### config.mk
export PLATFORM = sky130hd
export DESIGN_NAME = ppst_alu
export DESIGN_NICKNAME = d
export VERILOG_FILES = /design/src/hdl/pure_pursuit_steering_defines.svh /design/src/hdl/ppst_pkg.sv /design/src/hdl/ppst_alu.sv
export SDC_FILE = /design/constraint.sdc
export NUM_CORES = 2
export LEC_CHECK = 0
export BUFFER_PORTS_ARGS = -buffer_cell sky130_fd_sc_hd__buf_2
export CAP_MARGIN = 30
export CORE_ASPECT_RATIO = 0.7
export CORE_MARGIN = 2
export CORE_UTILIZATION = 40
export DETAILED_ROUTE_END_ITERATION = 16
export PLACE_DENSITY = 0.67
export SLEW_MARGIN = 20
export SYNTH_ARGS = -nofsm -noshare
export SYNTH_HDL_FRONTEND = slang
export SYNTH_SLANG_ARGS = --single-unit
### constraint.sdc
create_clock -name i_clk -period 18.3 [get_ports i_clk]
set_input_delay 0.915 -clock i_clk [delete_from_list [all_inputs] [get_ports i_clk]]
set_output_delay 0.915 -clock i_clk [all_outputs]
set_load 0.01 [all_outputs]
### src/hdl/pure_pursuit_steering_defines.svh
// ----------------------------------------------------------------------------
// pure pursuit steering assertion macros
// Concurrent check wrappers used at the end of the top level.
// ----------------------------------------------------------------------------
`ifndef PURE_PURSUIT_STEERING_DEFINES_SVH
`define PURE_PURSUIT_STEERING_DEFINES_SVH
`ifndef NO_ASSERTIONS
`define PPST_ASSERT(label, prop) \
    label: assert property (@(posedge i_clk) disable iff (!i_rst_n) prop) \
        else $error("ppst check failed");
`define PPST_ASSERT_NEXT(label, ante, cons) \
    label: assert property (@(posedge i_clk) disable iff (!i_rst_n) ante |=> cons) \
        else $error("ppst sequence check failed");
`else
`define PPST_ASSERT(label, prop)
`define PPST_ASSERT_NEXT(label, ante, cons)
`endif
`endif

### src/hdl/ppst_pkg.sv
// ----------------------------------------------------------------------------
// ppst_pkg
// Shared constants, types and helper functions of the pure pursuit block.
// ----------------------------------------------------------------------------
package ppst_pkg;

    localparam int MAX_PTS    = 256;
    localparam int IDX_W      = $clog2(MAX_PTS);
    localparam int CNT_W      = IDX_W + 1;
    localparam int CFG_IDX_W  = 2;
    localparam int CFG_DATA_W = 31;
    localparam int DIV_W      = 64;
    localparam int DIV_CNT_W  = $clog2(DIV_W);

    localparam logic [63:0] NEAR_LIMIT = 64'd4294967;
    localparam logic [30:0] ONE_Q30    = 31'h4000_0000;

    typedef enum logic [CFG_IDX_W-1:0] {
        CFG_LOOK_AHEAD  = 2'd0,
        CFG_MAX_LINEAR  = 2'd1,
        CFG_MAX_ANGULAR = 2'd2
    } t_cfg_idx;

    typedef struct packed {
        logic div_load;
        logic div_step;
    } t_alu_ctl;

    typedef struct packed {
        logic [15:0]        lin;
        logic signed [31:0] ang;
        logic [7:0]         car;
        logic               st;
    } t_res;

    function automatic logic [16:0] mag16(input logic signed [15:0] v);
        logic signed [16:0] e;
        e = {v[15], v};
        return v[15] ? 17'(-e) : 17'(e);
    endfunction

    function automatic logic [31:0] mag32(input logic signed [31:0] v);
        return v[31] ? 32'(-v) : 32'(v);
    endfunction

    function automatic logic [31:0] mag33(input logic signed [32:0] v);
        logic [32:0] m;
        m = v[32] ? 33'(-v) : 33'(v);
        return m[31:0];
    endfunction

    function automatic logic signed [65:0] sgn66(input logic [63:0] p, input logic neg);
        logic signed [65:0] e;
        e = signed'({2'b00, p});
        return neg ? -e : e;
    endfunction

    // divide by 2^30 toward zero, then clamp to 32 bits
    function automatic logic signed [31:0] tsat(input logic signed [65:0] v);
        logic signed [65:0] t;
        logic signed [65:0] sh;
        t  = v[65] ? v + 66'sd1073741823 : v;
        sh = t >>> 30;
        if (sh > 66'sd2147483647) begin
            return 32'sh7fff_ffff;
        end else if (sh < -66'sd2147483648) begin
            return 32'sh8000_0000;
        end
        return signed'(sh[31:0]);
    endfunction

endpackage

### src/hdl/ppst_alu.sv
// ----------------------------------------------------------------------------
// ppst_alu
// Shared 32x32 multiplier and restoring divider, one quotient bit per cycle while div_step is set.
// ----------------------------------------------------------------------------
module ppst_alu
    import ppst_pkg::*;
(
    input  logic             i_clk,
    input  logic [31:0]      i_a,
    input  logic [31:0]      i_b,
    input  t_alu_ctl         i_ctl,
    input  logic [DIV_W-1:0] i_dvd,
    input  logic [DIV_W-1:0] i_dvs,
    output logic [63:0]      o_prod,
    output logic [DIV_W-1:0] o_quo
);

    logic [63:0]      r_prod;
    logic [DIV_W-1:0] r_rem;
    logic [DIV_W-1:0] r_quo;
    logic [DIV_W-1:0] r_dvs;
    logic [DIV_W:0]   w_shift;
    logic             w_fit;

    // remainder stays below the divisor, so one extra bit covers the shift
    assign w_shift = {r_rem, r_quo[DIV_W-1]};
    assign w_fit   = w_shift >= {1'b0, r_dvs};

    always_ff @(posedge i_clk) begin
        r_prod <= i_a * i_b;
        if (i_ctl.div_load) begin
            r_rem <= '0;
            r_quo <= i_dvd;
            r_dvs <= i_dvs;
        end else if (i_ctl.div_step) begin
            r_rem <= w_fit ? DIV_W'(w_shift - {1'b0, r_dvs}) : w_shift[DIV_W-1:0];
            r_quo <= {r_quo[DIV_W-2:0], w_fit};
        end
    end

    assign o_prod = r_prod;
    assign o_quo  = r_quo;

endmodule

==> impl_metrics.csv <==
group,metric,value,unit
status,status,"completed",
yosys,syn-num-nets,6299,
global_routing,grt_pass1_vias,35000,
global_routing,grt_overflow,0,
floorplan,die_area,118000,um^2
detailed_routing,routed_wl,135000,um
timing,hold_viol_final,0,
timing,clock-skew-final,66.2,ps
place,dp_hpwl,107000,um
setup_path,reg2reg_slack,14090,ps
detailed_routing,drt_iter0_markers,3135,
finish,final_common_cell,"inv_1",
clock_network,clockBufferDepth,3,
timing,period_share,0.497,
clock_network,cts.sinks,256,
global_routing,grt_max_degree,83,
yosys,syn-cell-area,45900,um^2
clock_network,clock_tree.root_cell,"clkbuf_16",
timing,setup-tns-final,0,ps
yosys,async_flop_share,0,
yosys,syn_inst,4880,
floorplan,io_pins,323,
floorplan,die_width,409,um
clock_network,clk_pin_slew,70,ps
min_path,hold_path_class,"in2reg",
setup_path,cp_slowest_cell,"a21boi_0",
setup_path,arrival,9660,ps
detailed_routing,viasPerCell,5.25,
clock_network,cts_resized,0,
setup_path,cp-end-kind,"register",
timing,period_needed,9090,ps
setup_path,ff2ff_path_depth,12,
floorplan,rows,103,
timing,finalMaxSlewViolations,0,
clock_network,clock_latency,640,ps
clock_network,h-tree-depth,1,
global_routing,grt_usage,0.234,
timing,slew_headroom,0.254,
global_routing,antenna_found_initial,6,
setup_path,path_class,"in2reg",
detailed_routing,dr.pass1.iters,5,
finish,final_nets,6398,
setup_path,cpMostUsedCell,"fa_1",
timing,setup_violations,0,
clock_network,cts_tree,"built",
clock_network,postCtsSetupBuffers,0,
global_routing,grt_pass1_wl,213000,um
floorplan,die_h,288,um
yosys,yosysSeqAreaShare,0.139,
finish,area_delta_synth_final,8.21,%
setup_path,critPathLaunchType,"primary input",
finish,post_route_cells_drive_above_1_share,0.0969,
yosys,synthesis.yosys.warnings,0,
job,drv_cap,0,
detailed_routing,drtAntennaViolNets,0,
yosys,ys_types,79,
yosys,avgSynthCellArea,9.41,um^2
min_path,whs_path_depth,1,
setup_path,max_stage_delay,880,ps
timing,rsz0062_at_grt,"no",
detailed_routing,post_drt_wl_per_cell,20.7,um
detailed_routing,remaining_drc_errors,0,
setup_path,critPathBufInv,6,
yosys,synth_flop_cell,"edfxtp_1",
detailed_routing,vias,34300,
clock_network,hold_buffers,0,
place,io_buffer_count,322,
place,gp_congestion,0.964,
floorplan,initial_core_util,0.406,
floorplan,fp.coreArea,113000,um^2
clock_network,tritoncts.num_buffers,30,
yosys,ys_ff_latch,256,
setup_path,path_max_fanout,32,
setup_path,cp.depth,26,
setup_path,critPathRequiredTime,18870,ps
timing,worst_slew_pin_slew,1110,ps
yosys,synth_edf_count,128,
timing,max_freq,110,MHz
setup_path,crit_family,"adder cells",
finish,final_cell_mix,"inv_1 (940), fa_1 (897), and2_1 (613), nand2_1 (514), ha_1 (327)",
[routing by layer]
metal	track usage	vias up	part of all wire
met2	0.315	1622	0.40
met4	0.0366	2	0.016
met3	0.0879	137	0.13
met5	0	-	0.000096
met1	0.359	17300	0.46
li1	-	15200	-
[flip-flops by register name (all words and copies together) (netlist names)]
register / cells
o_quo: 64
o_prod: 64
r_dvs: 64
r_rem: 64
[path summary, 6_finish.rpt]
check,endpoint,startpoint
hold reg to reg,r_rem[51],r_rem[51]
setup / recovery,o_prod[57],i_b[7]
hold / removal,r_dvs[13],i_dvs[13]
setup reg to reg,r_rem[48],r_dvs[18]
[area by class of cell]
| cell class | instances | area, um^2 |
|---|---|---|
| Inverter | 941 | 3530 |
| Multi-Input combinational cell | 3407 | 34900 |
| Clock buffer | 34 | 786 |
| Tap cell | 1522 | 1900 |
| Timing Repair Buffer | 343 | 1800 |
| Antenna cell | 6 | 15.0 |
| Fill cell | 10900 | 63600 |
| Sequential cell | 256 | 6410 |
| Clock inverter | 22 | 354 |
[cell families (layout without fill, tap and decap cells)]
| group | Yosys count | in the layout | synth area share |
|---|---|---|---|
| buffers and inverters | 1217 | 1340 | 0.101 |
| other | 0 | 6 | 0 |
| AO/OA/AOI/OAI | 529 | 529 | 0.0761 |
| AND/OR/NAND/NOR | 1447 | 1447 | 0.160 |
| flip-flops | 256 | 256 | 0.139 |
| multiplexers | 87 | 87 | 0.0207 |
| XOR/XNOR | 120 | 120 | 0.0229 |
| adder cells (fa/ha/maj) | 1224 | 1224 | 0.480 |
[cells in the mapped netlist (15+ instances only)]
| cell | number | share of area |
|---|---|---|
| and2_1 | 613 | 0.083 |
| nand2_1 | 514 | 0.042 |
| dfxtp_1 | 128 | 0.056 |
| nor3_1 | 24 | 0.0026 |
| a21o_1 | 57 | 0.0093 |
| clkbuf_1 | 255 | 0.021 |
| nor2_1 | 147 | 0.012 |
| a31oi_1 | 23 | 0.0031 |
| ha_1 | 327 | 0.089 |
| nor2b_1 | 15 | 0.0020 |
| nand4_1 | 26 | 0.0035 |
| a211oi_1 | 62 | 0.010 |
| inv_1 | 941 | 0.077 |
| o21ai_0 | 81 | 0.0088 |
| a21oi_1 | 157 | 0.017 |
| xnor2_1 | 78 | 0.015 |
| nand2b_1 | 20 | 0.0027 |
| xor2_1 | 42 | 0.0080 |
| o21bai_1 | 27 | 0.0044 |
| mux2i_1 | 23 | 0.0050 |
| nand3_1 | 36 | 0.0039 |
| edfxtp_1 | 128 | 0.084 |
| mux2_2 | 64 | 0.016 |
| fa_1 | 897 | 0.39 |
| and3_1 | 22 | 0.0030 |
[through the flow]
stage / hold WS, ps / cell area (um^2) / cells / util / setup WS, ps
floorplan: 435 / 45900 / 4880 / - / 10450
global placement: 458 / 48500 / 6465 / 0.428 / 8780
detailed placement: 461 / 48600 / 6469 / 0.429 / 8740
CTS: 385 / 49700 / 6525 / 0.439 / 9400
global route: 399 / 49700 / 6529 / 0.439 / 8980
finish: 444 / 49700 / 6531 / 0.439 / 9210
Power is left out: the tool's default activity adds up to more than one toggle a clock period on the data nets, which glitch-free logic cannot reach.
